## src/hw/rtl/eth_ipv4_l4_header_parser_macros.svh

```systemverilog
// Assertion macros shared by the header parser RTL.
`ifndef ETH_IPV4_L4_HEADER_PARSER_MACROS_SVH
`define ETH_IPV4_L4_HEADER_PARSER_MACROS_SVH

`ifndef NO_ASSERTIONS

// Same-cycle implication, disabled during reset.
`define HP_ASSERT_IMPL(lbl, clk, rst, ante, cons, msg) \
  lbl: assert property (@(posedge clk) disable iff (rst) (ante) |-> (cons)) \
    else $error(msg);

// Next-cycle implication, disabled during reset.
`define HP_ASSERT_NEXT(lbl, clk, rst, ante, cons, msg) \
  lbl: assert property (@(posedge clk) disable iff (rst) (ante) |=> (cons)) \
    else $error(msg);

`else

`define HP_ASSERT_IMPL(lbl, clk, rst, ante, cons, msg)
`define HP_ASSERT_NEXT(lbl, clk, rst, ante, cons, msg)

`endif

`endif

```

## src/hw/rtl/ip4hp_pkg.sv

```systemverilog
// Types, constants and helpers for the Ethernet/IPv4/L4 header parser.
package ip4hp_pkg;

  localparam int MAX_PACKET_BYTES = 16384;
  localparam int POS_W            = $clog2(MAX_PACKET_BYTES + 1);
  localparam int FIELD14_MAX      = 16383;

  localparam int ETH_HDR_BYTES = 14;
  localparam int MIN_HDR_BYTES = 20;
  localparam int UDP_HDR_BYTES = 8;
  localparam int ETYPE_POS_HI  = 12;
  localparam int ETYPE_POS_LO  = 13;
  localparam int IP_PROTO_OFS  = 9;
  localparam int IP_SRC_OFS    = 12;
  localparam int IP_DST_OFS    = 16;
  localparam int IP_ADDR_END   = 20;
  localparam int L4_DPORT_OFS  = 2;
  localparam int L4_PORT_END   = 4;
  localparam int TCP_DOFF_OFS  = 12;

  localparam logic [7:0]  PROTO_TCP = 8'd6;
  localparam logic [7:0]  PROTO_UDP = 8'd17;
  localparam logic [15:0] IPV4_KIND = 16'h0800;

  // Configuration register indexes (byte address / 4).
  localparam logic REG_LINK_TYPE = 1'b0;

  localparam logic LINK_ETH = 1'b0;

  typedef enum logic [3:0] {
    ST_TCP         = 4'd0,
    ST_UDP         = 4'd1,
    ST_OTHER_IPV4  = 4'd2,
    ST_TRUNCATED   = 4'd3,
    ST_SHORT_FRAME = 4'd4,
    ST_NOT_IPV4    = 4'd5,
    ST_BAD_IHL     = 4'd6,
    ST_L4_SHORT    = 4'd7,
    ST_BAD_DOFF    = 4'd8,
    ST_NOT_TCP_RAW = 4'd9
  } status_t;

  typedef struct packed {
    logic [7:0] data_byte;
    logic       last_byte;
    logic       truncated;
  } item_t;

  typedef struct packed {
    status_t     status;
    logic [31:0] source_ip;
    logic [31:0] dest_ip;
    logic [15:0] src_port;
    logic [15:0] dst_port;
    logic [13:0] payload_offset;
    logic [13:0] payload_length;
  } result_t;

  // Clamp a signed offset or length into the 14-bit result field.
  function automatic logic [13:0] sat14(input logic signed [POS_W:0] v);
    logic [13:0] r;
    if (v < 0) begin
      r = '0;
    end else if (int'(v) > FIELD14_MAX) begin
      r = 14'(FIELD14_MAX);
    end else begin
      r = 14'(v);
    end
    return r;
  endfunction

endpackage

```

## src/hw/rtl/eth_ipv4_l4_header_parser.sv

```systemverilog
// Ethernet/IPv4 TCP/UDP header parser: byte-stream capture and result queue.
//
// Usage:
//  - item channel (item_valid/item_ready/item): one packet byte per request in
//    wire order, last_byte marks the final byte, truncated is read with it.
//  - result channel (result_valid/result_ready/result): one result per packet,
//    produced by the request carrying last_byte; other bytes produce nothing.
//  - APB port sets link_type (0 Ethernet with 14-byte link header, 1 raw IPv4).
//    Write it only while no packet is in flight.
// Timing:
//  - One byte accepted every cycle while the skid entry is empty. Header
//    fields are captured by fixed offset compares against the running byte
//    position; status, offsets and lengths come out of one combinational pass.
//  - The result is registered: output register, or skid while output stalls.
// Stall:
//  - A two-entry result queue (output register plus skid) lets the parser keep
//    taking bytes while a result waits; item_ready drops only when both entries
//    are full.
// Reset (rst, synchronous): link_type = Ethernet, packet state cleared,
//  result queue empty.
`include "eth_ipv4_l4_header_parser_macros.svh"

module eth_ipv4_l4_header_parser (
  input  logic              clk,
  input  logic              rst,
  input  logic              item_valid,
  output logic              item_ready,
  input  ip4hp_pkg::item_t   item,
  output logic              result_valid,
  input  logic              result_ready,
  output ip4hp_pkg::result_t result,
  input  logic              psel,
  input  logic              penable,
  input  logic              pwrite,
  input  logic [2:0]        paddr,
  input  logic [31:0]       pwdata,
  output logic [31:0]       prdata,
  output logic              pready
);
  import ip4hp_pkg::*;

  // Configuration
  logic link_type;

  // Per-packet capture state
  logic [POS_W-1:0] pos;
  logic [15:0]      ether_kind;
  logic [3:0]       ip_header_words;
  logic [7:0]       ip_protocol;
  logic [31:0]      held_source_ip;
  logic [31:0]      held_dest_ip;
  logic [15:0]      held_src_port;
  logic [15:0]      held_dst_port;
  logic [3:0]       tcp_offset_words;

  // Result queue
  result_t skid;
  logic    skid_valid;

  // Next-state values (with this byte folded in)
  logic [POS_W-1:0] pos_next;
  logic [15:0]      ether_kind_next;
  logic [3:0]       ip_header_words_next;
  logic [7:0]       ip_protocol_next;
  logic [31:0]      held_source_ip_next;
  logic [31:0]      held_dest_ip_next;
  logic [15:0]      held_src_port_next;
  logic [15:0]      held_dst_port_next;
  logic [3:0]       tcp_offset_words_next;

  logic                    eth;
  logic [POS_W-1:0]        base;
  logic [POS_W-1:0]        l4;
  logic [5:0]              size_ip;
  logic [5:0]              tcp_hdr_len;
  logic signed [POS_W:0]   rem;
  logic signed [POS_W:0]   off_tcp;
  logic signed [POS_W:0]   off_udp;
  logic signed [POS_W:0]   off_ip;
  logic signed [POS_W:0]   plen_tcp;
  logic signed [POS_W:0]   plen_udp;
  logic                    accept;
  logic                    cfg_write;
  result_t                 res;

  assign accept    = item_valid && item_ready;
  assign item_ready = !skid_valid;
  assign pready    = 1'b1;
  assign cfg_write = psel && penable && pwrite && pready;
  assign prdata    = (paddr[2] == REG_LINK_TYPE) ? {31'd0, link_type} : 32'd0;

  always_ff @(posedge clk) begin
    if (rst) begin
      link_type <= LINK_ETH;
    end else if (cfg_write && paddr[2] == REG_LINK_TYPE) begin
      link_type <= pwdata[0];
    end
  end

  // ---- Field capture: each byte is compared against its fixed offset ----
  always_comb begin
    eth  = (link_type == LINK_ETH);
    base = eth ? POS_W'(ETH_HDR_BYTES) : '0;

    ether_kind_next = ether_kind;
    if (pos == POS_W'(ETYPE_POS_HI) || pos == POS_W'(ETYPE_POS_LO)) begin
      ether_kind_next = {ether_kind[7:0], item.data_byte};
    end

    ip_header_words_next = ip_header_words;
    if (pos == base) begin
      ip_header_words_next = item.data_byte[3:0];
    end

    ip_protocol_next = ip_protocol;
    if (pos == base + POS_W'(IP_PROTO_OFS)) begin
      ip_protocol_next = item.data_byte;
    end

    held_source_ip_next = held_source_ip;
    if (pos >= base + POS_W'(IP_SRC_OFS) && pos < base + POS_W'(IP_DST_OFS)) begin
      held_source_ip_next = {held_source_ip[23:0], item.data_byte};
    end

    held_dest_ip_next = held_dest_ip;
    if (pos >= base + POS_W'(IP_DST_OFS) && pos < base + POS_W'(IP_ADDR_END)) begin
      held_dest_ip_next = {held_dest_ip[23:0], item.data_byte};
    end

    // Transport header start uses the IHL including this byte.
    size_ip = {ip_header_words_next, 2'b00};
    l4      = base + POS_W'(size_ip);

    held_src_port_next = held_src_port;
    if (pos >= l4 && pos < l4 + POS_W'(L4_DPORT_OFS)) begin
      held_src_port_next = {held_src_port[7:0], item.data_byte};
    end

    held_dst_port_next = held_dst_port;
    if (pos >= l4 + POS_W'(L4_DPORT_OFS) && pos < l4 + POS_W'(L4_PORT_END)) begin
      held_dst_port_next = {held_dst_port[7:0], item.data_byte};
    end

    tcp_offset_words_next = tcp_offset_words;
    if (pos == l4 + POS_W'(TCP_DOFF_OFS)) begin
      tcp_offset_words_next = item.data_byte[7:4];
    end

    // Byte count saturates at the maximum packet size.
    pos_next = (int'(pos) < MAX_PACKET_BYTES) ? pos + 1'b1 : pos;
  end

  // ---- Result for a last byte ----
  always_comb begin
    tcp_hdr_len = {tcp_offset_words_next, 2'b00};
    rem      = $signed({1'b0, pos_next}) - $signed({1'b0, l4});
    off_ip   = $signed({1'b0, l4});
    off_tcp  = off_ip + $signed((POS_W + 1)'(tcp_hdr_len));
    off_udp  = off_ip + $signed((POS_W + 1)'(UDP_HDR_BYTES));
    plen_tcp = rem - $signed((POS_W + 1)'(tcp_hdr_len));
    plen_udp = rem - $signed((POS_W + 1)'(UDP_HDR_BYTES));

    res                = '0;
    res.status         = ST_TCP;
    res.source_ip      = held_source_ip_next;
    res.dest_ip        = held_dest_ip_next;

    if (item.truncated) begin
      res = '0;
      res.status = ST_TRUNCATED;
    end else if (eth && int'(pos_next) < ETH_HDR_BYTES) begin
      res = '0;
      res.status = ST_SHORT_FRAME;
    end else if (eth && ether_kind_next != IPV4_KIND) begin
      res = '0;
      res.status = ST_NOT_IPV4;
    end else if (size_ip < 6'(MIN_HDR_BYTES)) begin
      res.status = ST_BAD_IHL;
    end else if (ip_protocol_next == PROTO_TCP) begin
      if (rem < $signed((POS_W + 1)'(MIN_HDR_BYTES))) begin
        res.status = ST_L4_SHORT;
      end else if (tcp_hdr_len < 6'(MIN_HDR_BYTES)) begin
        res.status = ST_BAD_DOFF;
      end else begin
        // A TCP header longer than what is left clamps the length to zero.
        res.status         = ST_TCP;
        res.src_port       = held_src_port_next;
        res.dst_port       = held_dst_port_next;
        res.payload_offset = sat14(off_tcp);
        res.payload_length = sat14(plen_tcp);
      end
    end else if (eth && ip_protocol_next == PROTO_UDP) begin
      if (rem < $signed((POS_W + 1)'(UDP_HDR_BYTES))) begin
        res.status = ST_L4_SHORT;
      end else begin
        res.status         = ST_UDP;
        res.src_port       = held_src_port_next;
        res.dst_port       = held_dst_port_next;
        res.payload_offset = sat14(off_udp);
        res.payload_length = sat14(plen_udp);
      end
    end else if (eth) begin
      res.status         = ST_OTHER_IPV4;
      res.payload_offset = sat14(off_ip);
    end else begin
      res.status = ST_NOT_TCP_RAW;
    end
  end

  // ---- Packet state: advance per byte, clear after the last byte ----
  always_ff @(posedge clk) begin
    if (rst || (accept && item.last_byte)) begin
      pos              <= '0;
      ether_kind       <= '0;
      ip_header_words  <= '0;
      ip_protocol      <= '0;
      held_source_ip   <= '0;
      held_dest_ip     <= '0;
      held_src_port    <= '0;
      held_dst_port    <= '0;
      tcp_offset_words <= '0;
    end else if (accept) begin
      pos              <= pos_next;
      ether_kind       <= ether_kind_next;
      ip_header_words  <= ip_header_words_next;
      ip_protocol      <= ip_protocol_next;
      held_source_ip   <= held_source_ip_next;
      held_dest_ip     <= held_dest_ip_next;
      held_src_port    <= held_src_port_next;
      held_dst_port    <= held_dst_port_next;
      tcp_offset_words <= tcp_offset_words_next;
    end
  end

  // ---- Result queue: output register plus skid entry ----
  always_ff @(posedge clk) begin
    if (rst) begin
      result_valid <= 1'b0;
      skid_valid   <= 1'b0;
    end else if (result_valid && !result_ready) begin
      if (accept && item.last_byte) begin
        skid_valid <= 1'b1;
      end
    end else if (skid_valid) begin
      result_valid <= 1'b1;
      skid_valid   <= 1'b0;
    end else begin
      result_valid <= accept && item.last_byte;
    end
  end

  always_ff @(posedge clk) begin
    if (result_valid && !result_ready) begin
      if (accept && item.last_byte) begin
        skid <= res;
      end
    end else if (skid_valid) begin
      result <= skid;
    end else if (accept && item.last_byte) begin
      result <= res;
    end
  end

  // ---- Assertions ----
  `HP_ASSERT_IMPL(a_skid_behind_out, clk, rst, skid_valid, result_valid,
                  "skid entry held while output register empty")
  `HP_ASSERT_NEXT(a_stall_to_skid, clk, rst,
                  accept && item.last_byte && result_valid && !result_ready,
                  skid_valid, "result lost while output stalled")
  `HP_ASSERT_NEXT(a_clear_after_last, clk, rst, accept && item.last_byte,
                  pos == '0, "byte position not cleared after last byte")
  `HP_ASSERT_IMPL(a_pos_bound, clk, rst, 1'b1, int'(pos) <= MAX_PACKET_BYTES,
                  "byte position beyond maximum packet size")

endmodule

```

## config.mk

```make
export PLATFORM = sky130hd
export DESIGN_NAME = eth_ipv4_l4_header_parser
export DESIGN_NICKNAME = d
export VERILOG_FILES = /design/src/hw/rtl/ip4hp_pkg.sv /design/src/hw/rtl/eth_ipv4_l4_header_parser.sv
export VERILOG_INCLUDE_DIRS = /design/src /design/src/hw/rtl
export SDC_FILE = /design/constraint.sdc
export NUM_CORES = 1
export LEC_CHECK = 0
export BUFFER_PORTS_ARGS = -buffer_cell sky130_fd_sc_hd__buf_2
export CORE_ASPECT_RATIO = 2
export CORE_MARGIN = 5
export CORE_UTILIZATION = 30
export CTS_BUF_LIST = sky130_fd_sc_hd__clkbuf_4
export CTS_CLUSTER_DIAMETER = 200
export DETAILED_ROUTE_END_ITERATION = 8
export HOLD_SLACK_MARGIN = 0.02
export PLACE_DENSITY_LB_ADDON = 0.05
export SLEW_MARGIN = 20
export SYNTH_ARGS = -nofsm -noshare
export SYNTH_HDL_FRONTEND = slang
export SYNTH_SLANG_ARGS = --single-unit
```

## constraint.sdc

```tcl
create_clock -name clk -period 13.84 [get_ports clk]
set_clock_uncertainty 0.2 [all_clocks]
set_input_delay 1.384 -clock clk [delete_from_list [all_inputs] [get_ports clk]]
set_output_delay 1.384 -clock clk [all_outputs]
set_load 0.02 [all_outputs]
```

==> impl_metrics.py <==
metrics = {
    "yosys": {
        "syn_inst": 2030,
        "synth_ff_type": "edfxtp_1",
        "synth_seq_cells": 388,
        "ys_types": 88,
        "yosys_warnings": 0,
        "syn_area_sq_mm": 0.02008,
        "synth_common_cells": "nand2_1, edfxtp_1, nor2_1, mux2i_1, dfxtp_1",
        "synth_area_leader_cell": "edfxtp_1",
        "synth.area.top_cells": "edfxtp_1, dfxtp_1, mux2i_1",
        "yosysTopAreaCellShare_pct": 36.18,
        "avgSynthCellArea_sq_um": 9.894,
        "synth_most_common_cell": "nand2_1",
        "async_flop_share_pct": 0,
        "yosysSeqAreaShare_pct": 50.74,
        "synth_edf_count": 242,
    },
    "setup_path": {
        "path_depth": 27,
        "start_kind": "flop",
        "crit_required_ns": 14.32,
        "path_delay_family": "adder cells",
        "r2r-start": "link_type",
        "r2r_slack_ns": 4.54,
        "worst_r2r_path_depth": 27,
        "crit_buf_inv": 4,
        "critical_path.endpoint": "skid[12]",
        "critPathKind": "reg -> reg",
        "crit_top_cell": "ha_1",
        "crit_arrival_ns": 9.78,
        "crit_path_end_kind": "flop",
        "rr_endpoint": "skid[12]",
        "slowest_delay_ns": 0.64,
        "crit_path_start": "link_type",
        "slowest_stage": "fa_1",
        "worst-path-max-fanout": 22,
    },
    "detailed_routing": {
        "drt-initial-drc-count": 833,
        "routed_via_density": 4.918,
        "num_vias": 15440,
        "detail_route.wl_per_cell_microns": 20.03,
        "ant_nets": 0,
        "first_pass_iters": 5,
        "wirelength_mm": 62.87,
        "drc": 0,
    },
    "power": {
        "p_leak_nw": 8.486,
        "peakVddDrop_v": 0.00006079,
        "power.density_mw_per_mm2": 108.3,
        "power_mw": 2.478,
    },
    "global_route": {
        "grt_pass1_wl_mm": 94.08,
        "grt_pass1_vias": 15640,
        "antenna_found_initial": 5,
        "grt_remaining_overflow": 0,
        "grt_max_degree": 169,
        "grt_usage_pct": 17.12,
    },
    "clocking": {
        "cts_buffers": 95,
        "cts-resized-gates": 0,
        "cts.sinks": 388,
        "cts_hold_buffers": 0,
        "root_buffer": "clkbuf_4",
        "clk_latency_ns": 0.88,
        "post-cts-setup-buffers": 0,
        "clk_pin_slew_ns": 0.07,
        "clockBufferDepth": 3,
        "htree_num_levels": 3,
        "cts_tree": "done",
    },
    "sta": {
        "finalSetupViolCount": 0,
        "final_max_slew_viol_count": 0,
        "finalCritPeriodShare_pct": 67.22,
        "fin_ws_ns": 4.536,
        "post-route-min-period_ns": 9.304,
        "finalHoldViolations": 0,
        "slew_headroom_pct": 30.11,
        "rsz0062_at_grt": "false",
        "tightest_slew_ns": 1.047,
        "fmax_ghz": 0.1075,
        "fin_setup_tns_ns": 0,
    },
    "floorplan": {
        "die-area_sq_mm": 0.07254,
        "core_area_sq_mm": 0.06656,
        "die_y_microns": 375.9,
        "io_pins": 215,
        "fp.dieW_microns": 193.0,
        "rows": 134,
        "start_util_pct": 30.17,
    },
    "place": {
        "hpwl_mm": 43.55,
        "gp_congestion": 0.8682,
        "dp_cells": 2960,
        "port_buffers": 142,
        "place_ws_ns": 4.241,
    },
    "cells_and_area": {
        "final_cells": 3139,
        "layout.nets": 2276,
        "fill_cells": 6949,
        "syn_to_final_growth_pct": 13.95,
        "drive_gt1_share_pct": 17.24,
    },
    "hold_path": {
        "hold_class": "reg -> reg",
        "hold_depth": 2,
    },
    "outcome": {
        "outcome": "finished clean",
    },
    "job": {
        "maxCapViolCount": 0,
    },
}
-- metal layers --
| metal | share of wire, % | up-vias | GRT usage (%) |
|---|---|---|---|
| met2 | 54 | 431 | 32.20 |
| met5 | 0.029 | - | 0 |
| met3 | 4.7 | 139 | 3.652 |
| met1 | 36 | 7327 | 17.22 |
| met4 | 5.5 | 2 | 9.226 |
| li1 | - | 7540 | - |
-- final cells by class --
type                            count  area, sq um  area share, %
Inverter                           31        116.4         0.5084
Tap cell                          884         1106          4.833
Antenna cell                        4        10.01        0.04374
Clock buffer                      152         1141          4.986
Multi-Input combinational cell   1477         9178          40.10
Clock inverter                     23        128.9         0.5631
Timing Repair Buffer              180         1012          4.423
Sequential cell                   388        10190          44.54
-- report_power, final --
group          internal, mW  leakage (nW)  switching, mW
clock                 0.517         0.764          0.485
sequential             1.24          3.38         0.0101
combinational        0.0703          4.34          0.154
-- cells in the final DEF (no fill, tap or decap), types with 14 or more instances in the layout --
master | netlist | routed
o21ai_0 | 38 | 38
inv_1 | 30 | 30
nor2b_1 | 25 | 24
nand2_1 | 334 | 334
clkinv_1 | 0 | 16
a31oi_1 | 18 | 18
nor4_1 | 14 | 14
nand4_1 | 16 | 16
conb_1 | 2 | 39
buf_2 | 9 | 142
ha_1 | 48 | 48
clkbuf_4 | 0 | 152
mux2i_1 | 148 | 148
o21a_1 | 14 | 14
a21oi_1 | 125 | 124
xor2_1 | 26 | 26
nor3_1 | 35 | 35
buf_4 | 40 | 36
nor2_1 | 228 | 223
nand3_1 | 19 | 19
edfxtp_1 | 242 | 242
dfxtp_1 | 146 | 145
xnor2_1 | 51 | 51
o31ai_1 | 104 | 104
-- registers in the layout, indices dropped and copies added (netlist names) --
| signal | count |
|---|---|
| result | 121 |
| skid | 121 |
| held_dest_ip | 32 |
| held_source_ip | 32 |
| ether_kind | 16 |
| held_dst_port | 16 |
| held_src_port | 16 |
| pos | 15 |
| ip_protocol | 8 |
| ip_header_words | 4 |
| tcp_offset_words | 4 |
| link_type | 1 |
| result_valid | 1 |
| skid_valid | 1 |
-- worst min path at each step --
stage / startpoint / end / slack, ns
2_1_floorplan: held_dest_ip[24] / held_dest_ip[24] / 0.24
3_3_place_gp: held_source_ip[24] / held_source_ip[24] / 0.24
3_5_place_dp: held_dest_ip[25] / held_dest_ip[25] / 0.25
4_1_cts: held_src_port[12] / held_src_port[12] / 0.26
5_1_grt: held_src_port[10] / held_src_port[10] / 0.28
6_report: held_source_ip[25] / held_source_ip[25] / 0.25
-- cells by family after synthesis --
family	count (synthesis)	synth area share (%)
compound gates	401	13.05
xor+xnor	79	3.520
mux	155	7.856
simple gates	749	16.71
other cells	2	0.03739
flops	388	50.74
buf+inv	202	4.654
fa+ha+maj	54	3.439
-- worst register-to-register path, delay by kind of cell, from the launching register on --
family / cells / cell delay (ns)
compound gates: 5 / 1.63
xor+xnor: 1 / 0.27
fa+ha+maj: 6 / 2.26
buf+inv: 4 / 1.03
flops: 1 / 0.31
mux: 3 / 1.21
simple gates: 8 / 2.23
-- through the flow --
stage | util (%) | hold slack, ns | area [sq um]
CTS | 34.34 | 0.2573 | 22860
global placement | 32.44 | 0.2413 | 21590
floorplan | - | 0.2360 | 20220
detailed placement | 32.44 | 0.2461 | 21590
global route | 34.38 | 0.2801 | 22880
finish | 34.38 | 0.2527 | 22890
No activity file was read; power rests on OpenSTA's default activity.
